**src/sv/rac_pkg.sv**
```systemverilog
// Package for the rational accumulator ALU: data widths, mode codes and
// error codes. No dependencies.
`default_nettype none

package rac_pkg;

  // Width of numerator and denominator words
  localparam int unsigned DATA_WIDTH = 32;
  // Exact products and sums
  localparam int unsigned WIDE       = 2 * DATA_WIDTH;
  // Quotient bits kept by the divider; anything wider is an overflow anyway
  localparam int unsigned QUO_W      = DATA_WIDTH + 1;
  // Step counter for the multiply steps and the divider iterations
  localparam int unsigned CNT_W      = $clog2(QUO_W + 1);

  // Operation codes on mode_i
  localparam logic [2:0] MODE_LOAD = 3'd0;
  localparam logic [2:0] MODE_ADD  = 3'd1;
  localparam logic [2:0] MODE_SUB  = 3'd2;
  localparam logic [2:0] MODE_MUL  = 3'd3;
  localparam logic [2:0] MODE_DIV  = 3'd4;

  // Error codes on error_code_o
  localparam logic [1:0] ERR_OK   = 2'd0;
  localparam logic [1:0] ERR_OVF  = 2'd1;
  localparam logic [1:0] ERR_ZDIV = 2'd2;

endpackage

`default_nettype wire

```
**src/sv/rational_accumulator_alu.sv**
```systemverilog
// Rational accumulator ALU top level: sequencer, shared 64-bit add/subtract
// unit, 32x32 multiplier, binary gcd and restoring divider. Uses rac_pkg.
`default_nettype none

// The block holds one fraction num/den (den positive) and applies one input
// transfer to it: load, add, subtract, multiply or divide by the operand
// fraction. Every result is reduced to lowest terms with the sign in the
// numerator and comes out as one output transfer together with an error code:
// 0 ok, 1 the reduced result does not fit 32 bits, 2 zero operand denominator
// (or zero divisor in divide). On an error, and for unused modes 5 to 7, the
// accumulator is kept and shown on the result fields. After reset it is 0/1.
// The block takes one item at a time: in_stall_o is high from the transfer
// until the result has been moved into the output register, which can still
// be waiting on out_stall_i when the next item comes in. An item runs through
// the multiply and sign steps its mode needs, strips common factors of two
// one at a time, then runs the binary gcd loop (one shift, subtract or swap
// per cycle), then two restoring divisions of 33 steps each, with setup and
// finish. Zero divisor items and unused modes skip all of these steps; zero
// results skip the stripping, the gcd loop and the divisions. The gcd loop
// and the divider take turns on the one shared 65-bit subtractor.
module rational_accumulator_alu
  import rac_pkg::*;
(
  input  wire logic                  clk_i,
  input  wire logic                  rst_ni,

  input  wire logic                  in_valid_i,
  output logic                       in_stall_o,
  input  wire logic [2:0]            mode_i,
  input  wire logic [DATA_WIDTH-1:0] operand_num_i,
  input  wire logic [DATA_WIDTH-1:0] operand_den_i,

  output logic                       out_valid_o,
  input  wire logic                  out_stall_i,
  output logic [DATA_WIDTH-1:0]      result_num_o,
  output logic [DATA_WIDTH-2:0]      result_den_o,
  output logic [1:0]                 error_code_o
);

  // Sequencer states
  localparam logic [3:0] ST_IDLE = 4'd0;  // wait for an input transfer
  localparam logic [3:0] ST_MUL  = 4'd1;  // cross products, one per cycle
  localparam logic [3:0] ST_ADD  = 4'd2;  // signed sum of the two products
  localparam logic [3:0] ST_NEG  = 4'd3;  // fix up a negative difference
  localparam logic [3:0] ST_CHKZ = 4'd4;  // zero numerator short cut
  localparam logic [3:0] ST_TZ   = 4'd5;  // strip common factors of two
  localparam logic [3:0] ST_GCD  = 4'd6;  // odd gcd, Stein style
  localparam logic [3:0] ST_PRE  = 4'd7;  // divider setup and quotient range check
  localparam logic [3:0] ST_DIV  = 4'd8;  // restoring division, one bit a cycle
  localparam logic [3:0] ST_FIN  = 4'd9;  // range check, build result
  localparam logic [3:0] ST_DONE = 4'd10; // hand result to output register

  // Magnitude of a two's complement word (most negative value maps to 2^(W-1))
  function automatic logic [DATA_WIDTH-1:0] mag(input logic [DATA_WIDTH-1:0] v);
    mag = v[DATA_WIDTH-1] ? (~v + DATA_WIDTH'(1)) : v;
  endfunction

  logic [3:0]            state_q;
  logic [CNT_W-1:0]      cnt_q;
  logic                  div_sel_q;   // 0: dividing numerator, 1: denominator

  // Accumulator
  logic [DATA_WIDTH-1:0] acc_num_q;
  logic [DATA_WIDTH-2:0] acc_den_q;

  // Latched item
  logic [2:0]            mode_q;
  logic                  sa_q, so_q, neg_q;
  logic [DATA_WIDTH-1:0] a_q, b_q, c_q, e_q;

  // Working registers
  logic [WIDE-1:0]       n_q, d_q, t2_q, u_q, v_q, rem_q;
  logic [QUO_W-1:0]      quo_q, qn_q;

  // Result waiting for the output register
  logic [DATA_WIDTH-1:0] res_num_q;
  logic [DATA_WIDTH-2:0] res_den_q;
  logic [1:0]            res_err_q;

  // Output register
  logic                  out_valid_q;
  logic [DATA_WIDTH-1:0] out_num_q;
  logic [DATA_WIDTH-2:0] out_den_q;
  logic [1:0]            out_err_q;

  // Input side helpers
  logic                  in_xfer;
  logic [DATA_WIDTH-1:0] in_c, in_e, in_a;
  logic                  in_so;
  logic                  in_zdiv;
  logic                  out_load;

  assign in_stall_o = (state_q != ST_IDLE);
  assign in_xfer    = in_valid_i && !in_stall_o;
  assign in_c       = mag(operand_num_i);
  assign in_e       = mag(operand_den_i);
  assign in_a       = mag(acc_num_q);
  assign in_so      = operand_num_i[DATA_WIDTH-1] ^ operand_den_i[DATA_WIDTH-1];
  // zero operand denominator in arithmetic modes, zero divisor in divide
  assign in_zdiv    = (((mode_i == MODE_ADD) || (mode_i == MODE_SUB)
                        || (mode_i == MODE_MUL)) && (in_e == '0))
                    || ((mode_i == MODE_DIV) && ((in_e == '0) || (in_c == '0)));
  // result moves into the output register
  assign out_load   = (state_q == ST_DONE) && (!out_valid_q || !out_stall_i);

  // ---------------------------------------------------------------------
  // Shared multiplier (32x32, product registered by the sequencer)
  // ---------------------------------------------------------------------
  logic [DATA_WIDTH-1:0] mul_x, mul_y;
  logic [WIDE-1:0]       mul_p;
  logic                  mul_last;
  logic                  is_addsub;

  assign is_addsub = (mode_q == MODE_ADD) || (mode_q == MODE_SUB);
  assign mul_last  = is_addsub ? (cnt_q == CNT_W'(2)) : (cnt_q == CNT_W'(1));

  always_comb begin
    mul_x = a_q;
    mul_y = e_q;
    case (cnt_q[1:0])
      2'd0: begin
        // add/sub and divide: a*e, multiply: a*c
        mul_x = a_q;
        mul_y = (mode_q == MODE_MUL) ? c_q : e_q;
      end
      2'd1: begin
        if (is_addsub) begin
          mul_x = c_q;
          mul_y = b_q;
        end else if (mode_q == MODE_DIV) begin
          mul_x = b_q;
          mul_y = c_q;
        end else begin
          mul_x = b_q;
          mul_y = e_q;
        end
      end
      default: begin
        mul_x = b_q;
        mul_y = e_q;
      end
    endcase
  end

  assign mul_p = WIDE'(mul_x) * WIDE'(mul_y);

  // ---------------------------------------------------------------------
  // Shared add/subtract unit
  // ---------------------------------------------------------------------
  logic [WIDE-1:0] alu_x, alu_y;
  logic            alu_sub;
  logic [WIDE:0]   alu_r;
  logic            alu_borrow;
  logic            alu_zero;
  logic            s2;
  logic [WIDE-1:0] dividend;

  assign s2       = (mode_q == MODE_SUB) ? ~so_q : so_q;
  assign dividend = div_sel_q ? d_q : n_q;

  always_comb begin
    alu_x   = '0;
    alu_y   = '0;
    alu_sub = 1'b1;
    case (state_q)
      ST_ADD: begin
        alu_x   = n_q;
        alu_y   = t2_q;
        alu_sub = sa_q ^ s2;
      end
      ST_NEG: begin
        alu_x = '0;
        alu_y = n_q;
      end
      ST_GCD: begin
        alu_x = u_q;
        alu_y = v_q;
      end
      ST_PRE: begin
        alu_x = WIDE'(dividend[WIDE-1:QUO_W]);
        alu_y = v_q;
      end
      ST_DIV: begin
        alu_x = {rem_q[WIDE-2:0], quo_q[QUO_W-1]};
        alu_y = v_q;
      end
      default: begin
        alu_x   = '0;
        alu_y   = '0;
        alu_sub = 1'b1;
      end
    endcase
  end

  assign alu_r      = {1'b0, alu_x} + {1'b0, alu_sub ? ~alu_y : alu_y}
                    + {{WIDE{1'b0}}, alu_sub};
  assign alu_borrow = alu_sub & ~alu_r[WIDE];
  assign alu_zero   = (alu_r[WIDE-1:0] == '0);

  // Divider step result and final range checks
  logic [QUO_W-1:0] quo_nx;
  logic             fits_n, fits_d;

  assign quo_nx = {quo_q[QUO_W-2:0], ~alu_borrow};
  assign fits_d = (quo_q[QUO_W-1:DATA_WIDTH-1] == '0);
  assign fits_n = neg_q ? (!qn_q[QUO_W-1] && (!qn_q[DATA_WIDTH-1]
                           || (qn_q[DATA_WIDTH-2:0] == '0)))
                        : (qn_q[QUO_W-1:DATA_WIDTH-1] == '0);

  // ---------------------------------------------------------------------
  // Control registers
  // ---------------------------------------------------------------------
  always_ff @(posedge clk_i or negedge rst_ni) begin
    if (!rst_ni) begin
      state_q     <= ST_IDLE;
      cnt_q       <= '0;
      div_sel_q   <= 1'b0;
      out_valid_q <= 1'b0;
      acc_num_q   <= '0;
      acc_den_q   <= (DATA_WIDTH-1)'(1);
    end else begin
      if (out_load) begin
        out_valid_q <= 1'b1;
      end else if (out_valid_q && !out_stall_i) begin
        out_valid_q <= 1'b0;
      end
      case (state_q)
        ST_IDLE: begin
          if (in_xfer) begin
            cnt_q <= '0;
            case (mode_i)
              MODE_LOAD: state_q <= ST_CHKZ;
              MODE_ADD, MODE_SUB, MODE_MUL: begin
                state_q <= (in_e == '0) ? ST_DONE : ST_MUL;
              end
              MODE_DIV: begin
                state_q <= ((in_e == '0) || (in_c == '0)) ? ST_DONE : ST_MUL;
              end
              default: state_q <= ST_DONE;
            endcase
          end
        end
        ST_MUL: begin
          cnt_q <= cnt_q + CNT_W'(1);
          if (mul_last) begin
            state_q <= is_addsub ? ST_ADD : ST_CHKZ;
          end
        end
        ST_ADD: state_q <= (alu_sub && alu_borrow) ? ST_NEG : ST_CHKZ;
        ST_NEG: state_q <= ST_CHKZ;
        ST_CHKZ: state_q <= (n_q == '0) ? ST_DONE : ST_TZ;
        ST_TZ: begin
          if (n_q[0] || d_q[0]) begin
            state_q <= ST_GCD;
          end
        end
        ST_GCD: begin
          if (u_q[0] && v_q[0] && !alu_borrow && alu_zero) begin
            div_sel_q <= 1'b0;
            state_q   <= ST_PRE;
          end
        end
        ST_PRE: begin
          cnt_q   <= '0;
          state_q <= alu_borrow ? ST_DIV : ST_DONE;
        end
        ST_DIV: begin
          cnt_q <= cnt_q + CNT_W'(1);
          if (cnt_q == CNT_W'(QUO_W - 1)) begin
            if (!div_sel_q) begin
              div_sel_q <= 1'b1;
              state_q   <= ST_PRE;
            end else begin
              state_q <= ST_FIN;
            end
          end
        end
        ST_FIN: state_q <= ST_DONE;
        ST_DONE: begin
          if (out_load) begin
            if (res_err_q == ERR_OK) begin
              acc_num_q <= res_num_q;
              acc_den_q <= res_den_q;
            end
            state_q <= ST_IDLE;
          end
        end
        default: state_q <= ST_IDLE;
      endcase
    end
  end

  // ---------------------------------------------------------------------
  // Datapath registers
  // ---------------------------------------------------------------------
  always_ff @(posedge clk_i) begin
    case (state_q)
      ST_IDLE: begin
        if (in_xfer) begin
          mode_q    <= mode_i;
          sa_q      <= acc_num_q[DATA_WIDTH-1];
          so_q      <= in_so;
          neg_q     <= (mode_i == MODE_LOAD) ? in_so
                                             : (acc_num_q[DATA_WIDTH-1] ^ in_so);
          a_q       <= in_a;
          b_q       <= DATA_WIDTH'(acc_den_q);
          c_q       <= in_c;
          e_q       <= in_e;
          n_q       <= WIDE'(in_c);
          d_q       <= (in_e == '0) ? WIDE'(1) : WIDE'(in_e);
          // kept accumulator, for errors and unused modes
          res_num_q <= acc_num_q;
          res_den_q <= acc_den_q;
          res_err_q <= in_zdiv ? ERR_ZDIV : ERR_OK;
        end
      end
      ST_MUL: begin
        if (cnt_q == '0) begin
          n_q <= mul_p;
        end else if (mul_last) begin
          d_q <= mul_p;
        end else begin
          t2_q <= mul_p;
        end
      end
      ST_ADD: begin
        n_q   <= alu_r[WIDE-1:0];
        neg_q <= (alu_sub && alu_borrow) ? s2 : sa_q;
      end
      ST_NEG: n_q <= alu_r[WIDE-1:0];
      ST_CHKZ: begin
        if (n_q == '0) begin
          res_num_q <= '0;
          res_den_q <= (DATA_WIDTH-1)'(1);
          res_err_q <= ERR_OK;
        end
      end
      ST_TZ: begin
        if (!n_q[0] && !d_q[0]) begin
          n_q <= n_q >> 1;
          d_q <= d_q >> 1;
        end else begin
          u_q <= n_q;
          v_q <= d_q;
        end
      end
      ST_GCD: begin
        // on exit v_q holds the gcd
        if (!u_q[0]) begin
          u_q <= u_q >> 1;
        end else if (!v_q[0]) begin
          v_q <= v_q >> 1;
        end else if (alu_borrow) begin
          u_q <= v_q;
          v_q <= u_q;
        end else if (!alu_zero) begin
          u_q <= alu_r[WIDE-1:0] >> 1;
        end
      end
      ST_PRE: begin
        rem_q <= alu_x;
        quo_q <= dividend[QUO_W-1:0];
        if (!alu_borrow) begin
          res_err_q <= ERR_OVF;
        end
      end
      ST_DIV: begin
        rem_q <= alu_borrow ? alu_x : alu_r[WIDE-1:0];
        quo_q <= quo_nx;
        if (!div_sel_q && (cnt_q == CNT_W'(QUO_W - 1))) begin
          qn_q <= quo_nx;
        end
      end
      ST_FIN: begin
        if (fits_n && fits_d) begin
          res_num_q <= neg_q ? (~qn_q[DATA_WIDTH-1:0] + DATA_WIDTH'(1))
                             : qn_q[DATA_WIDTH-1:0];
          res_den_q <= quo_q[DATA_WIDTH-2:0];
        end else begin
          res_err_q <= ERR_OVF;
        end
      end
      ST_DONE: begin
        if (out_load) begin
          out_num_q <= res_num_q;
          out_den_q <= res_den_q;
          out_err_q <= res_err_q;
        end
      end
      default: begin
      end
    endcase
  end

  assign out_valid_o  = out_valid_q;
  assign result_num_o = out_num_q;
  assign result_den_o = out_den_q;
  assign error_code_o = out_err_q;

  // ---------------------------------------------------------------------
  // Assertions
  // ---------------------------------------------------------------------
  a_acc_den_nonzero : assert property (@(posedge clk_i) disable iff (!rst_ni)
    acc_den_q != '0)
    else $error("accumulator denominator is zero");

  a_gcd_operands : assert property (@(posedge clk_i) disable iff (!rst_ni)
    (state_q == ST_GCD) |-> ((u_q != '0) && (v_q != '0)))
    else $error("gcd operand reached zero");

  a_rem_below_divisor : assert property (@(posedge clk_i) disable iff (!rst_ni)
    (state_q == ST_DIV) |-> (rem_q < v_q))
    else $error("divider remainder not below divisor");

  a_zero_is_canonical : assert property (@(posedge clk_i) disable iff (!rst_ni)
    (out_valid_o && (result_num_o == '0)) |-> (result_den_o == (DATA_WIDTH-1)'(1)))
    else $error("zero result not reduced to 0/1");

  a_busy_after_xfer : assert property (@(posedge clk_i) disable iff (!rst_ni)
    in_xfer |=> in_stall_o)
    else $error("input taken again before item finished");

endmodule

`default_nettype wire

```
**config.mk**
```make
export PLATFORM = sky130hd
export DESIGN_NAME = rational_accumulator_alu
export DESIGN_NICKNAME = d
export VERILOG_FILES = /design/src/sv/rac_pkg.sv /design/src/sv/rational_accumulator_alu.sv
export SDC_FILE = /design/constraint.sdc
export NUM_CORES = 2
export LEC_CHECK = 0
export ABC_AREA = 1
export BUFFER_PORTS_ARGS = -buffer_cell sky130_fd_sc_hd__buf_2
export CORE_MARGIN = 2
export CORE_UTILIZATION = 28
export DETAILED_ROUTE_END_ITERATION = 8
export PLACE_DENSITY_LB_ADDON = 0.05
export SETUP_SLACK_MARGIN = 0.2
export SYNTH_ARGS = -nofsm -noshare
export SYNTH_HDL_FRONTEND = slang
export SYNTH_SLANG_ARGS = --single-unit
```
**constraint.sdc**
```tcl
create_clock -name clk_i -period 18.14 [get_ports clk_i]
set_clock_uncertainty 0.1 [all_clocks]
set_input_delay 5.442 -clock clk_i [delete_from_list [all_inputs] [get_ports clk_i]]
set_output_delay 5.442 -clock clk_i [all_outputs]
set_load 0.02 [all_outputs]
```
; ---- After elaboration in Yosys (flattened, before gate mapping)
; Cells that the tools add are included.
[totals]
ff_bits = 787
output_inout_bits = 67
[classes]
add_sub_neg = 7
n_mul = 1
eq_ne = 40
muxes = 82
bitwise = 14
n_reduce_logical = 74
[ops]
columns = operator, n
row1 = 2-to-1 mux 64 bit, 18
row2 = case mux 64 bit (4 select lines), 2
row3 = case mux 64 bit (3 select lines), 2
row4 = 2-to-1 mux 32 bit, 11
row5 = case mux 64 bit (2 select lines), 2
row6 = adder 32 x 1 -> 32 bit (second input constant), 4
row7 = zero test 64 bit, 2
row8 = NOT 32 bit, 4
row9 = case mux 32 bit (2 select lines), 2
row10 = case mux 63 bit (2 select lines), 1
row11 = 2-to-1 mux 31 bit, 4
row12 = case mux 32 bit (3 select lines), 1
row13 = case mux 31 bit (3 select lines), 1
row14 = case mux 33 bit (2 select lines), 1
row15 = adder 64 x 64 -> 65 bit, 1
row16 = adder 65 x 1 -> 65 bit, 1
row17 = zero test 32 bit, 2
row18 = multiplier 32 x 32 -> 64 bit, 1
row19 = NOT 64 bit, 1
row20 = 2-to-1 mux 63 bit, 1
row21 = case mux 4 bit (11 select lines), 1
row22 = 2-to-1 mux 4 bit, 10
row23 = zero test 31 bit, 1
row24 = != test 2 bit (second input constant), 15
row25 = 42 further kinds, 129

; ---- Longest topological paths before layout
[logic_depth]
depth_word = 14
ltp_mapped = 42
depth_no_buf = 41

; ---- Least setup slack after synthesis
; OpenSTA, ideal clock, no wires.
[synth_timing]
path_kind = input to register
from = input port in_valid_i
to = register a_q[0], enable pin
setup_time_ns = 0.626
arrival_ns = 10.927
t_required_ns = 17.414
path_slack_ns = 6.487
path_stages = 2
path_buffers = 0
path_cell_list = inv_1 nor2_1
[synth_between]
elab_chain_len = 2
[synth_lines]
columns = element, line_no
row1 = from (decl), rational_accumulator_alu.sv:27  ; input wire logic in_valid_i,
row2 = logical AND 1 bit, rational_accumulator_alu.sv:94  ; assign in_xfer = in_valid_i && !in_stall_o;
row3 = AND reduction 2 bit (no source line), --
row4 = to (signal assigned), rational_accumulator_alu.sv:305  ; a_q <= in_a;
row5 = to (decl), rational_accumulator_alu.sv:69  ; logic [DATA_WIDTH-1:0] a_q, b_q, c_q, e_q;
; No other way between the ends.
; A chain may end at the register's enable or synchronous reset.

; ---- Worst setup path after layout
[layout_timing]
from = register cnt_q[1]
to = register n_q[53] (data pin)
[layout_between]
elab_chain_len = 5
elab_cells_between_ends = 7
[layout_lines]
columns = element, line_no
row1 = from (decl), rational_accumulator_alu.sv:59  ; logic [CNT_W-1:0] cnt_q;
row2 = from (signal assigned), rational_accumulator_alu.sv:244  ; cnt_q <= cnt_q + CNT_W'(1);
row3 = from (signal assigned), rational_accumulator_alu.sv:268  ; cnt_q <= cnt_q + CNT_W'(1);
row4 = equality test 2 x 1 -> 1 bit / zero test 2 bit (equally long branches), rational_accumulator_alu.sv:120  ; case (cnt_q[1:0])
row5 = case mux 32 bit (2 select lines), rational_accumulator_alu.sv:120
row6 = multiplier 32 x 32 -> 64 bit *, rational_accumulator_alu.sv:145  ; assign mul_p = WIDE'(mul_x) * WIDE'(mul_y);
row7 = named net mul_p[53], rational_accumulator_alu.sv:110  ; logic [WIDE-1:0] mul_p;
row8 = 2-to-1 mux 64 bit *, rational_accumulator_alu.sv:318  ; if (cnt_q == '0) begin
row9 = case mux 64 bit (4 select lines) *, rational_accumulator_alu.sv:297  ; case (state_q)
row10 = to (signal assigned), rational_accumulator_alu.sv:309  ; n_q <= WIDE'(in_c);
row11 = to (signal assigned), rational_accumulator_alu.sv:319  ; n_q <= mul_p;
row12 = to (signal assigned), rational_accumulator_alu.sv:327  ; n_q <= alu_r[WIDE-1:0];
row13 = to (decl), rational_accumulator_alu.sv:72  ; logic [WIDE-1:0] n_q, d_q, t2_q, u_q, v_q, rem_q;
; Mark *: on every way through the listed nets, which the timed path passes. The rest lies on a longest branch. The select of a mux whose other input is x is not followed.

==> metrics.md <==
| Metric | Value |
|---|---|
| Synth-to-layout area growth | 11.2% |
| Std cell rows | just under 200 |
| Endpoints failing setup | 0 |
| Reg2reg end | n_q[53]$_DFFE_PP_ |
| Reg2reg setup slack | about 6700 ps |
| Ys flop type | edfxtp_1 |
| Clk sink count | slightly below 800 |
| Status | completed |
| Unrepaired setup endpoints after global routing | false |
| Via count | between 60000 and 70000 |
| Post-CTS setup buffers | 0 |
| CTS Hold Buffers Added | 0 |
| DRC Markers | 0 |
| GR Util met3 | 0.0313 |
| Cell taking the most area after synthesis | edfxtp_1 |
| Rel. slew slack | 0.103 |
| Max Fclk | approximately 90 MHz |
| Global-route wire length before repair | between 500000 and 600000 microns |
| Final Cell Area | ~87000 sq um |
| Slew @ Worst Pin | around 1300 ps |
| Drt initial violations | roughly 6500 |
| Post-CTS sizing | 0 |
| CP required | 18650 ps |
| Placeable Area | 279000 sq um |
| Hold path depth | 0 |
| Critical Path Source Type | flip-flop |
| DR WL/cell | 28.9 microns |
| Port bufs | 137 |
| Final setup margin | 6710 ps |
| CP arrival | roughly 12000 ps |
| Hold Crit Endpoint | qn_q[15]$_DFFE_PP_ |
| Most used routing layer | met2 |
| Worst-skew pair later-pin latency | approximately 780 ps |
| Crit end category | flip-flop |
| Drt pass-1 iters | 9 |
| Tot GR Track Use | 0.262 |
| Clk slew on worst S/H paths | 60 ps |
| Net count, final | between 10000 and 15000 |
| Reg2reg start | cnt_q[1]$_DFFE_PN0P_ |
| Number of synthesized flops with an enable pin | about 710 |
| Global routing met1 resource utilization | 0.380 |
| Post-DP HPWL | just under 300000 microns |
| Initial antenna violation count | 21 |
| Sequential fraction of the synthesis area | 0.297 |
| Most used cell, CP | fa_1 |
| Area share of the largest cell type after synthesis | 0.273 |
| Filler cells | 29900 |
| Gr ovfl total | 0 |
| Mapped Area | 78200 sq um |
| Setup tns final | 0 ps |
| Number of global-route vias before repair | slightly below 70000 |
| Yosys cell types | 64 |
| TritonCTS Buffers | 97 |
| Fin crit share | 0.630 |
| Largest net degree at the start of global routing | between 100 and 150 |
| DIE WIDTH | around 530 microns |
| H-tree Lvls | 3 |
| Placer's final routability congestion estimate | around 0.9 |
| Die area | between 200000 and 300000 sq um |
| Worst hold-check path type | reg -> reg |
| Final Hold Fails | 0 |
| Met2 Track Usage GR | 0.416 |
| Clock buffer depth | 3 |
| Min cycle time layout | ~11000 ps |
| CP Class | reg -> reg |
| Cells after Synth | 9207 |
| Synthesis Warnings | 0 |
| Clk root buf | clkbuf_16 |
| Slew Limit Fails | 0 |
| Max-cap violations | 0 |
| Avg Cell Area, Syn | 8.49 sq um |
| Post-synthesis register bit count | roughly 790 |
| Worst hold start | quo_q[14]$_DFFE_PP_ |
| CTS tree | yes |
| Io pins | 138 |
| Via density | between 5 and 6 |
| CP max stage cell | clkinv_1 |
| Final ANT Viol Nets | 0 |
| Largest cells by area after synthesis | edfxtp_1 27%, fa_1 23%, nand2_1 9.3% |
| Place WS | roughly 7000 ps |
| DRT Wirelength | between 300000 and 400000 microns |
| Worst-path maximum fanout | 37 |
| Initial Utilization | 0.281 |
| Die Y | 532 microns |
| Post-Syn Nets | around 11000 |
| Post-synthesis async set-or-reset flop share | 0.0953 |
| Layout cells sized above 1 | 0.0663 |
| Crit-path max cell delay | ~800 ps |
| Reg2Reg Depth | 33 |
| DP Area | 83800 sq um |
[through the flow]
stage	hold WS [ps]	util	cells
floorplan	322	-	9207
global placement	336	0.301	12800
detailed placement	336	0.301	12800
CTS	314	0.312	13000
global route	339	0.312	13000
finish	320	0.312	13000
[synth_stat cells, drive strengths merged (15+ instances only)]
master and n:
nor4 41, dfrtp 74, inv 1814, nand2 1961, o21ai 504, o211ai 159, nor3 64, a221oi 56
xnor2 99, edfxtp 712, a21oi 331, nor2 893, mux2i 19, fa 897, a21boi 15, clkinv 28
a32o 20, a31oi 62, nand3 167, nand4 48, ha 333, nand3b 20, mux2 31, o2111ai 53
clkbuf 371, o221ai 88, xor2 127, buf 35, o22ai 61, a22oi 43
[cells by family after synthesis]
kind of cell	synth area share
mux	0.00690
simple gates	0.165
buf+inv	0.108
xor+xnor	0.0254
flops	0.297
compound gates	0.114
fa+ha+maj	0.283
[flip-flops by register name, indices dropped and copies added (netlist names), 4 cells and up]
| register | count |
|---|---|
| acc_den_q | 31 |
| e_q | 32 |
| t2_q | 64 |
| result_num_o | 32 |
| res_num_q | 32 |
| result_den_o | 31 |
| qn_q | 33 |
| res_den_q | 31 |
| a_q | 32 |
| n_q | 64 |
| c_q | 32 |
| b_q | 31 |
| acc_num_q | 32 |
| state_q | 4 |
| cnt_q | 6 |
| u_q | 64 |
| v_q | 64 |
| d_q | 64 |
| rem_q | 63 |
| quo_q | 33 |
[layout by cell type, fill, tap and decap left out, drive strengths merged, types with 61 or more instances in the layout]
cell type | synthesis | layout
xor2 | 127 | 127
nor2 | 893 | 893
o22ai | 61 | 61
nand3 | 167 | 167
o21ai | 504 | 504
inv | 1814 | 1815
buf | 35 | 319
nor3 | 64 | 64
o221ai | 88 | 88
dfrtp | 74 | 74
edfxtp | 712 | 712
xnor2 | 99 | 99
a31oi | 62 | 62
ha | 333 | 333
fa | 897 | 897
clkbuf | 371 | 144
clkinv | 28 | 61
o211ai | 159 | 159
a21oi | 331 | 331
nand2 | 1961 | 1961
[worst max path at each step]
stage / slack, ps / to / depth (start not counted) / from
2_1_floorplan: 6490 / a_q[0]$_DFFE_PP_ / 2 / in_valid_i
3_3_place_gp: 6300 / n_q[53]$_DFFE_PP_ / 35 / mode_q[2]$_DFFE_PP_
3_5_place_dp: 6960 / n_q[53]$_DFFE_PP_ / 33 / cnt_q[1]$_DFFE_PN0P_
4_1_cts: 6900 / n_q[53]$_DFFE_PP_ / 33 / cnt_q[1]$_DFFE_PN0P_
5_1_grt: 6250 / n_q[53]$_DFFE_PP_ / 33 / cnt_q[1]$_DFFE_PN0P_
6_report: 6710 / n_q[53]$_DFFE_PP_ / 33 / cnt_q[1]$_DFFE_PN0P_
[layer usage]
layer  vias up  wire [microns]
li1      29400               -
met1     34500          176000
met2      2297          171000
met3       336           20700
met4         6            8750
met5         -              38
[critical path: cells and delay by family (launching register included)]
| kind | cells | cell delay, ps |
|---|---|---|
| AO/OA/AOI/OAI | 9 | 1940 |
| XOR/XNOR | 1 | 520 |
| adder cells (fa/ha/maj) | 10 | 4810 |
| buffers and inverters | 10 | 2640 |
| flip-flops | 1 | 410 |
| AND/OR/NAND/NOR | 3 | 740 |
[cell type report]
type                       instances  area (sq um)  area share
antenna                            9          22.5    0.000259
clock buffer                     144          2720      0.0313
clock inverter                    37           388     0.00446
inverter                        1842          6920      0.0795
multi-input combinational       6172         46900       0.539
sequential                       787         23300       0.267
tap                             3724          4660      0.0536
timing repair buffer             319          2120      0.0244
Power is left out: the tool's default activity adds up to more than one toggle a clock period on the data nets, which glitch-free logic cannot reach.
